<file path="src/rtl/core/bzr_pkg.sv">
// Shared constants, types and the parameter lookup table of the cubic Bezier point evaluator.
package bzr_pkg;

  localparam int Steps      = 200;
  localparam int NumRegs    = 8;
  localparam int CfgIdxW    = $clog2(NumRegs);
  localparam int CoordW     = 12;
  localparam int StepW      = 8;
  localparam int PointW     = 16;
  localparam int UW         = 16;
  localparam int VW         = UW + 1;
  localparam int WgtW       = 3 * UW + 1;
  localparam int ProdW      = 62;
  localparam int FracShift  = 44;
  localparam int TabDepth   = 2 ** StepW;

  // Pipeline stage positions
  localparam int NumStages  = 6;
  localparam int StgParam   = 0;
  localparam int StgSquare  = 1;
  localparam int StgCube    = 2;
  localparam int StgProd    = 3;
  localparam int StgPair    = 4;
  localparam int StgRound   = 5;

  typedef enum logic [CfgIdxW-1:0] {
    RegX0, RegX1, RegX2, RegX3,
    RegY0, RegY1, RegY2, RegY3
  } cfg_reg_e;

  typedef logic signed [CoordW-1:0] coord_t;
  typedef logic [NumStages-1:0]     stage_en_t;

  typedef struct packed {
    logic [WgtW-1:0] w0;
    logic [WgtW-1:0] w1;
    logic [WgtW-1:0] w2;
    logic [WgtW-1:0] w3;
  } weights_t;

  typedef logic [UW-1:0] utab_t [TabDepth];

  // u = round(k / Steps) in Q0.16, k saturated to Steps - 1
  function automatic utab_t build_utab();
    utab_t  tab;
    longint kk;
    for (int i = 0; i < TabDepth; i++) begin
      kk     = (i >= Steps) ? longint'(Steps - 1) : longint'(i);
      tab[i] = UW'((kk * 65536 + Steps / 2) / Steps);
    end
    return tab;
  endfunction

  localparam utab_t UTab = build_utab();

  localparam logic signed [ProdW-1:0] RoundBias = ProdW'(64'sd1 <<< (FracShift - 1));

endpackage

</file>
<file path="src/rtl/core/bzr_ctrl.sv">
// Pipeline valid tracking and per-stage advance enables.
module bzr_ctrl (
  input  logic                clk_i,
  input  logic                rst_ni,
  input  logic                in_valid_i,
  output logic                in_stall_o,
  output logic                out_valid_o,
  input  logic                out_stall_i,
  output bzr_pkg::stage_en_t  en_o
);

  localparam int Last = bzr_pkg::NumStages - 1;

  bzr_pkg::stage_en_t valid_q;
  bzr_pkg::stage_en_t en;

  // A stage may load when it is empty or its contents move on
  always_comb begin
    en[Last] = !valid_q[Last] || !out_stall_i;
    for (int s = Last - 1; s >= 0; s--) begin
      en[s] = !valid_q[s] || en[s+1];
    end
  end

  always_ff @(posedge clk_i or negedge rst_ni) begin
    if (!rst_ni) begin
      valid_q <= '0;
    end else begin
      if (en[0]) begin
        valid_q[0] <= in_valid_i;
      end
      for (int s = 1; s <= Last; s++) begin
        if (en[s]) begin
          valid_q[s] <= valid_q[s-1];
        end
      end
    end
  end

  assign en_o        = en;
  assign in_stall_o  = !en[0];
  assign out_valid_o = valid_q[Last];

endmodule

</file>
<file path="config.mk">
export PLATFORM = sky130hd
export DESIGN_NAME = bzr_ctrl
export DESIGN_NICKNAME = d
export VERILOG_FILES = /design/src/rtl/core/bzr_pkg.sv /design/src/rtl/core/bzr_ctrl.sv
export SDC_FILE = /design/constraint.sdc
export NUM_CORES = 1
export LEC_CHECK = 0
export BUFFER_PORTS_ARGS = -buffer_cell sky130_fd_sc_hd__buf_2
export CORE_AREA = 5 5 42 44
export DETAILED_ROUTE_END_ITERATION = 12
export DIE_AREA = 0 0 47 49
export SYNTH_ARGS = -nofsm -noshare
export SYNTH_HDL_FRONTEND = slang
export SYNTH_SLANG_ARGS = --single-unit
</file>
<file path="constraint.sdc">
create_clock -name clk_i -period 2 [get_ports clk_i]
set_clock_uncertainty 0.1 [all_clocks]
set_input_delay 0.2 -clock clk_i [delete_from_list [all_inputs] [get_ports clk_i]]
set_output_delay 0.2 -clock clk_i [all_outputs]
set_load 0.01 [all_outputs]
</file>
==> flow_summary_export.csv <==
group,metric,value,unit
status,status,"completed",
sta,post-route-period-util,0.7911,
logic_synthesis,yosys.area_share.xor_xnor,0,
die,io_pins,12,
die,start_util,0.1732,
placed_design,dp.cells,48,
worst_setup_path,critPathCaptureType,"output port",
clock_network,clkTransAtPathRegs,0.05,ns
layout,top_regs,"valid_q x6",
logic_synthesis,ys_ff_latch,6,
worst_setup_path,critPathLaunchType,"flip-flop",
layout,seq_area,150.1,um2
logic_synthesis,avgSynthCellArea,11.56,um2
layout,syn_to_final_growth,44.33,%
clock_network,clock-root-buffer,"clkbuf_4",
sta,slew_viol_final,0,
placed_design,dp_hpwl,440.8,um
power_and_ir_drop,power-per-cell-area,960.8,nW/um2
power_and_ir_drop,fin_total_pwr,336.6,uW
clock_network,numCtsBuffers,3,
detailed_routing,via_count,207,
hold_path,hold_class,"in2reg",
clock_network,clock_sinks,6,
global_routing,grt_max_degree,7,
power_and_ir_drop,vdd_drop_max,0.0002675,V
layout,largest_register_ff_count,6,
global_routing,track_usage,0.05166,
logic_synthesis,synthDistinctLibCells,11,
clock_network,cts_tree,"yes",
global_routing,grt_pass1_vias,199,
clock_network,clk_latency,0.24,ns
logic_synthesis,synth_warnings,0,
logic_synthesis,synth_fa_ha_area_frac,0,
worst_setup_path,required,1.70,ns
layout,final_cells,52,
sta,tightest_slew,0.1814,ns
layout,fin_nets,42,
logic_synthesis,syn_area,242.7,um2
global_routing,grt_overflow_total,0,
sta,grt_setup_unrepaired,"false",
sta,holdWs,0.06005,ns
run,maxCapViolCount,0,
sta,finalWorstSetupSlack,0.4178,ns
clock_network,htreeDepth,1,
placed_design,placed_area,317.8,um2
die,die_x,47,um
sta,fin_tns_setup,0,ns
die,row_count,14,
layout,regMostFlops,"valid_q",
detailed_routing,drt_iter0_drc,5,
clock_network,cts_hold_buf,1,
worst_setup_path,critPathKind,"reg2out",
die,die-area,2303,um2
worst_setup_path,crit_arrival,1.28,ns
detailed_routing,firstDrtPassIters,3,
logic_synthesis,synthMuxAreaShare,0,
layout,diodes,0,
power_and_ir_drop,p_leak,0.1564,nW
layout,drive_above_1_share,0.4722,
layout,design_area,350.3,um2
worst_setup_path,crit_path_max_fanout,5,
detailed_routing,viasPerCell,3.981,
worst_setup_path,path_cells,"and4_4, inv_4, or2_1, buf_2",
sta,hold_violations,0,
clock_network,cts_setup_buffers,0,
logic_synthesis,yosysSeqAreaShare,0.6186,
sta,max_freq,0.6320,GHz
logic_synthesis,syn_inst,21,
placed_design,place.gp.congestion,0.6949,
placed_design,pre_cts_ws,0.6726,ns
layout,n_fill_cell,170,
worst_setup_path,cp_slowest_cell,"dfrtp_1",
sta,fin_crit,1.582,ns
detailed_routing,drcViolationCount,0,
global_routing,grt_antenna_before_repair,0,
placed_design,port_buffers,11,
global_routing,grt_pass1_wl,800,um
worst_setup_path,slowest_delay,0.37,ns
die,die_y,49,um
logic_synthesis,synth_top_family_by_area,"simple AND/OR/NAND/NOR gates",
clock_network,cts_buffer_depth,2,
detailed_routing,wl_per_cell,10.88,um
layout,multi_input_area,86.33,um2
logic_synthesis,synth_compound_area_frac,0.09794,
clock_network,cts-resized-gates,0,
sta,slew_headroom,0.8790,
logic_synthesis,synth-simple-area-share,0.2577,
sta,setup_viol,0,
die,core_area,1401,um2
detailed_routing,routed_wl,566,um
logic_synthesis,synth_nets,25,
layout,final_util,0.2500,
detailed_routing,final_antenna_net_count,0,
[layout make-up]
cell class                 instances  area share
tap                               16     0.05714
timing repair buffer              12      0.1857
multi-input combinational         14      0.2464
inverter                           1     0.01786
sequential                         6      0.4286
clock buffer                       3     0.06429
[worst paths after layout]
| check | startpoint | endpoint | slack [ns] | depth (start not counted) |
|---|---|---|---|---|
| hold / removal | in_valid_i | valid_q[0] | 0.06 | 2 |
| max in group asynchronous | rst_ni | valid_q[5] | 1.43 | 2 |
| min in group asynchronous | rst_ni | valid_q[1] | 0.22 | 2 |
| setup / recovery | valid_q[5] | en_o[0] | 0.42 | 4 |
| hold reg to reg | valid_q[3] | valid_q[4] | 0.36 | 1 |
| setup reg to reg | valid_q[4] | valid_q[1] | 0.94 | 2 |
[layout by cell type, fill, tap and decap left out]
master and instances:
buf_2 11, o21bai_1 1, nand2b_1 3, dfrtp_1 6
nand3_1 3, clkbuf_4 3, nor2_1 1, nand2_1 2
inv_4 1, or2_1 1, a21o_1 1, dlygate4sd3_1 1
and4_4 1, a31o_2 1
[power breakdown]
| part | internal, mW | total, mW | switching (mW) |
|---|---|---|---|
| combinational | 0.0358 | 0.0749 | 0.0391 |
| clock | 0.0677 | 0.109 | 0.0412 |
| sequential | 0.138 | 0.153 | 0.0147 |
[critical path, delay by kind of cell (launching register included)]
kind                   cells  cell delay (ns)
DFF                        1             0.37
and+or+nand+nor            2             0.50
buffers and inverters      2             0.19
[per-layer routing]
metal | global-route usage | vias to the layer above | wire length [um]
met3 | 0.02952 | 0 | 79
met1 | 0.06920 | 94 | 267
met4 | 0.04147 | 0 | 0
met2 | 0.05656 | 9 | 218
met5 | 0 | - | 0
li1 | - | 104 | -
[cells by family (layout without fill, tap and decap cells)]
| logic type | Yosys count | count (layout) |
|---|---|---|
| AOI/OAI and AO/OA | 3 | 3 |
| buffers and inverters | 1 | 16 |
| DFF | 6 | 6 |
| and+or+nand+nor | 11 | 11 |
[cell usage after synthesis]
cell type / n / area [um2]
a31o_2: 1 / 8.760
a21o_1: 1 / 7.510
nand2b_1: 3 / 18.77
o21bai_1: 1 / 7.510
and4_4: 1 / 11.26
dfrtp_1: 6 / 150.1
or2_1: 1 / 6.260
nor2_1: 1 / 3.750
inv_4: 1 / 6.260
nand3_1: 3 / 15.01
nand2_1: 2 / 7.510
(Power assumes the default switching activity.)
