## src/rtl/core/bzr_pkg.sv

```systemverilog
// Shared constants, types and the parameter lookup table of the cubic Bezier point evaluator.
package bzr_pkg;

  localparam int Steps      = 200;
  localparam int NumRegs    = 8;
  localparam int CfgIdxW    = $clog2(NumRegs);
  localparam int CoordW     = 12;
  localparam int StepW      = 8;
  localparam int PointW     = 16;
  localparam int UW         = 16;
  localparam int VW         = UW + 1;
  localparam int WgtW       = 3 * UW + 1;
  localparam int ProdW      = 62;
  localparam int FracShift  = 44;
  localparam int TabDepth   = 2 ** StepW;

  // Pipeline stage positions
  localparam int NumStages  = 6;
  localparam int StgParam   = 0;
  localparam int StgSquare  = 1;
  localparam int StgCube    = 2;
  localparam int StgProd    = 3;
  localparam int StgPair    = 4;
  localparam int StgRound   = 5;

  typedef enum logic [CfgIdxW-1:0] {
    RegX0, RegX1, RegX2, RegX3,
    RegY0, RegY1, RegY2, RegY3
  } cfg_reg_e;

  typedef logic signed [CoordW-1:0] coord_t;
  typedef logic [NumStages-1:0]     stage_en_t;

  typedef struct packed {
    logic [WgtW-1:0] w0;
    logic [WgtW-1:0] w1;
    logic [WgtW-1:0] w2;
    logic [WgtW-1:0] w3;
  } weights_t;

  typedef logic [UW-1:0] utab_t [TabDepth];

  // u = round(k / Steps) in Q0.16, k saturated to Steps - 1
  function automatic utab_t build_utab();
    utab_t  tab;
    longint kk;
    for (int i = 0; i < TabDepth; i++) begin
      kk     = (i >= Steps) ? longint'(Steps - 1) : longint'(i);
      tab[i] = UW'((kk * 65536 + Steps / 2) / Steps);
    end
    return tab;
  endfunction

  localparam utab_t UTab = build_utab();

  localparam logic signed [ProdW-1:0] RoundBias = ProdW'(64'sd1 <<< (FracShift - 1));

endpackage

```

## src/rtl/core/bzr_cfg.sv

```systemverilog
// Control point register file.
module bzr_cfg (
  input  logic                          clk_i,
  input  logic                          rst_ni,
  input  logic                          cfg_we_i,
  input  logic [bzr_pkg::CfgIdxW-1:0]   cfg_idx_i,
  input  logic [bzr_pkg::CoordW-1:0]    cfg_data_i,
  output bzr_pkg::coord_t               ctrl_x_o [4],
  output bzr_pkg::coord_t               ctrl_y_o [4]
);

  bzr_pkg::coord_t regs_q [bzr_pkg::NumRegs];

  always_ff @(posedge clk_i or negedge rst_ni) begin
    if (!rst_ni) begin
      for (int i = 0; i < bzr_pkg::NumRegs; i++) begin
        regs_q[i] <= '0;
      end
    end else if (cfg_we_i) begin
      case (bzr_pkg::cfg_reg_e'(cfg_idx_i))
        bzr_pkg::RegX0: regs_q[bzr_pkg::RegX0] <= cfg_data_i;
        bzr_pkg::RegX1: regs_q[bzr_pkg::RegX1] <= cfg_data_i;
        bzr_pkg::RegX2: regs_q[bzr_pkg::RegX2] <= cfg_data_i;
        bzr_pkg::RegX3: regs_q[bzr_pkg::RegX3] <= cfg_data_i;
        bzr_pkg::RegY0: regs_q[bzr_pkg::RegY0] <= cfg_data_i;
        bzr_pkg::RegY1: regs_q[bzr_pkg::RegY1] <= cfg_data_i;
        bzr_pkg::RegY2: regs_q[bzr_pkg::RegY2] <= cfg_data_i;
        bzr_pkg::RegY3: regs_q[bzr_pkg::RegY3] <= cfg_data_i;
        default: ;
      endcase
    end
  end

  assign ctrl_x_o[0] = regs_q[bzr_pkg::RegX0];
  assign ctrl_x_o[1] = regs_q[bzr_pkg::RegX1];
  assign ctrl_x_o[2] = regs_q[bzr_pkg::RegX2];
  assign ctrl_x_o[3] = regs_q[bzr_pkg::RegX3];
  assign ctrl_y_o[0] = regs_q[bzr_pkg::RegY0];
  assign ctrl_y_o[1] = regs_q[bzr_pkg::RegY1];
  assign ctrl_y_o[2] = regs_q[bzr_pkg::RegY2];
  assign ctrl_y_o[3] = regs_q[bzr_pkg::RegY3];

endmodule

```

## config.mk

```make
export PLATFORM = sky130hd
export DESIGN_NAME = bzr_cfg
export DESIGN_NICKNAME = d
export VERILOG_FILES = /design/src/rtl/core/bzr_pkg.sv /design/src/rtl/core/bzr_cfg.sv
export SDC_FILE = /design/constraint.sdc
export NUM_CORES = 1
export LEC_CHECK = 0
export BUFFER_PORTS_ARGS = -buffer_cell sky130_fd_sc_hd__buf_2
export CAP_MARGIN = 20
export CORE_ASPECT_RATIO = 1.25
export CORE_MARGIN = 8
export CORE_UTILIZATION = 46
export CTS_CLUSTER_SIZE = 30
export DETAILED_ROUTE_END_ITERATION = 10
export PLACE_DENSITY_LB_ADDON = 0.15
export SLEW_MARGIN = 20
export SYNTH_ARGS = -nofsm -noshare
export SYNTH_HDL_FRONTEND = slang
export SYNTH_SLANG_ARGS = --single-unit
```

## constraint.sdc

```tcl
create_clock -name clk_i -period 0.8 [get_ports clk_i]
set_input_delay 0.08 -clock clk_i [delete_from_list [all_inputs] [get_ports clk_i]]
set_output_delay 0.08 -clock clk_i [all_outputs]
set_load 0.01 [all_outputs]
```

==> flow_summary_export.csv <==
group,metric,value,unit
global_route,antenna_found_initial,0,
sta,fin_crit_sh,1.33,
floorplan,die_area,11100,sq um
flow_run,max_cap_viol_count,0,
critical_path,cp_cell_sequence,"buf_6 -> buf_6",
critical_path,critPathMaxStageDelay,400,ps
final_layout,area_growth,57.4,%
clock_network,cts_sinks,96,
global_route,overflow,0,
critical_path,cp-end-kind,"primary output",
global_route,met1_usage,0.234,
outcome,violations,"setup timing",
sta,min_period,1070,ps
routing,drc,0,
clock_network,cts_tree,"done",
critical_path,crit_path_start_kind,"register",
global_route,grtUsageMet3,0.0512,
clock_network,cts_max_path_buffers,2,
place,dp_slack,-419,ps
sta,finalHoldViolCount,0,
min_path,hold_path_class,"input port to register",
sta,tightestPinTransition,238,ps
final_layout,fin_area,5780,sq um
floorplan,dieWidth,95.9,um
sta,fin_hold_ws,70.4,ps
place,numPortBuffers,113,
sta,rsz0062_at_grt,"yes",
final_layout,final_nets,420,
global_route,grt_use_total,0.185,
floorplan,start_util,0.472,
clock_network,clk_pin_slew,90,ps
final_layout,drive_above_1_share,0.749,
yosys,yosysWarnings,0,
clock_network,cts-root-buf,"clkbuf_8",
sta,slew_viol_final,0,
yosys,netlist_instances,208,
final_layout,mostFrequentLayoutCells,"dfrtp_1 (96), buf_2 (81), buf_6 (64), mux2_4 (63), mux2_2 (33)",
yosys,ys_top_cells_by_area,"dfrtp_1 (65%), mux2_2 (28%), mux2_4 (1.6%)",
place,dp_cells,432,
yosys,netlist_area,3670,sq um
power,power,0.0149,W
sta,fin_worst_skew,0,ps
power,power.leakage,2.90,nW
global_route,grt_max_degree,27,
sta,setup_viol,156,
critical_path,path_buf_inv,2,
critical_path,cp_top_family,"flip-flops",
global_route,grt_first_pass_wirelength,15500,um
clock_network,h-tree-depth,3,
routing,num_vias,2486,
routing,wl,10000,um
min_path,worstHoldStart,"cfg_data_i[4]",
routing,wl_per_cell,19.9,um
yosys,syn_area_per_cell,17.7,sq um
critical_path,worstReg2RegStart,"ctrl_x_o[12]$_DFFE_PN0P_",
critical_path,crit_top_cell,"buf_6",
floorplan,fp.dieH,116,um
yosys,ys_seq_area_frac,0.654,
critical_path,r2r_slack,-110,ps
min_path,whs_endpoint,"ctrl_x_o[28]$_DFFE_PN0P_",
floorplan,core_region_area,7790,sq um
yosys,yosysTopAreaCell,"dfrtp_1",
final_layout,layout.cells.most_common,"dfrtp_1",
critical_path,ff2ff_path_depth,2,
sta,max_freq,937,MHz
power,p_per_area,2580,nW/um^2
sta,slew_headroom,0.841,
floorplan,row_count,36,
final_layout,antenna_cells,0,
clock_network,insertion_delay,350,ps
critical_path,crit_path_max_fanout,2,
critical_path,r2r_end,"ctrl_x_o[12]$_DFFE_PN0P_",
yosys,synth_top_area_share,0.654,
power,ir_drop,1.53,mV
outcome,outcome,"finished with violations",
clock_network,cts_buffers,9,
global_route,globalRoute.busiestLayer,"met2",
floorplan,top_level_ports,114,
global_route,globalRouteMet2Util,0.298,
routing,first_pass_iters,4,
routing,antenna_left,0,
yosys,synth_cell_types,9,
sta,layout_setup_ws,-267,ps
place,dp_hpwl,6580,um
place,place_congestion,0.766,
final_layout,finalNonFillerCells,502,
yosys,synth_fp_nets,226,
yosys,ys_seq_elements,96,
critical_path,cp_slowest_cell,"dfrtp_1",
routing,avgViaCountPerCell,4.95,
min_path,hold_path_depth,2,
critical_path,cp_data_arrival_time,990,ps
critical_path,worstSetupPathType,"register to primary output",
place,dpl_cell_area,4780,sq um
critical_path,crit_required,720,ps
global_route,grt_pass1_vias,2765,
routing,drt_iter0_drc,64,
[worst max-delay path by stage]
stage / start / depth (start not counted) / slack (ps) / endpoint
after floorplan: cfg_idx_i[0] / 3 / -230 / ctrl_x_o[38]$_DFFE_PN0P_
after global placement: cfg_idx_i[0] / 4 / -380 / ctrl_x_o[38]$_DFFE_PN0P_
after detailed placement: cfg_idx_i[0] / 4 / -420 / ctrl_x_o[41]$_DFFE_PN0P_
after CTS: ctrl_x_o[18]$_DFFE_PN0P_ / 2 / -290 / ctrl_x_o[18]
after global routing: ctrl_x_o[18]$_DFFE_PN0P_ / 2 / -320 / ctrl_x_o[18]
final: ctrl_x_o[18]$_DFFE_PN0P_ / 2 / -270 / ctrl_x_o[18]
[cell usage after synthesis]
library cell and number:
dfrtp_1 96, mux2_2 92, buf_4 5, mux2_4 4, and4bb_4 3, buf_6 3, nand4b_1 3, nand4_1 1
nor4b_4 1
[per-layer routing]
layer / vias up / part of all wire
met4: 0 / 0.0082
li1: 1129 / -
met2: 74 / 0.49
met3: 9 / 0.065
met5: - / 0
met1: 1274 / 0.43
[metrics by stage]
step | setup TNS, ps | utilization
after floorplan | -10940 | -
after global placement | -30640 | 0.613
after detailed placement | -32610 | 0.613
after CTS | -20670 | 0.703
after global routing | -25650 | 0.742
final | -20440 | 0.742
[layout make-up]
cell class | count | area [sq um]
Sequential cell | 96 | 2400
Fill cell | 497 | 2010
Timing Repair Buffer | 191 | 1640
Multi-Input combinational cell | 104 | 1420
Clock buffer | 15 | 196
Tap cell | 95 | 119
Clock inverter | 1 | 7.51
[registers in the layout, indices dropped and copies added, names as in the netlist]
name / flops
ctrl_x_o: 48
ctrl_y_o: 48
[where the power goes]
group	internal [W]	switching [W]
Sequential	0.00592	0.000695
Clock	0.00156	0.00158
Combinational	0.00334	0.00184
[timing repair]
action                     4_1_cts  5_1_grt
hold endpoints to repair        96        0
hold buffers                     1        0
setup endpoints to repair      119      155
cloned                           1        0
pin swaps                        1        0
resized for setup               45       46
buffers inserted                37       18
[cell families (layout without fill, tap and decap cells)]
kind of cell | after synthesis | in the layout | share of synthesized area
DFF | 96 | 96 | 0.654
buffers and inverters | 8 | 207 | 0.0194
muxes | 96 | 96 | 0.298
and+or+nand+nor | 8 | 8 | 0.0286
Note: power is estimated with default switching activity, not from simulation.
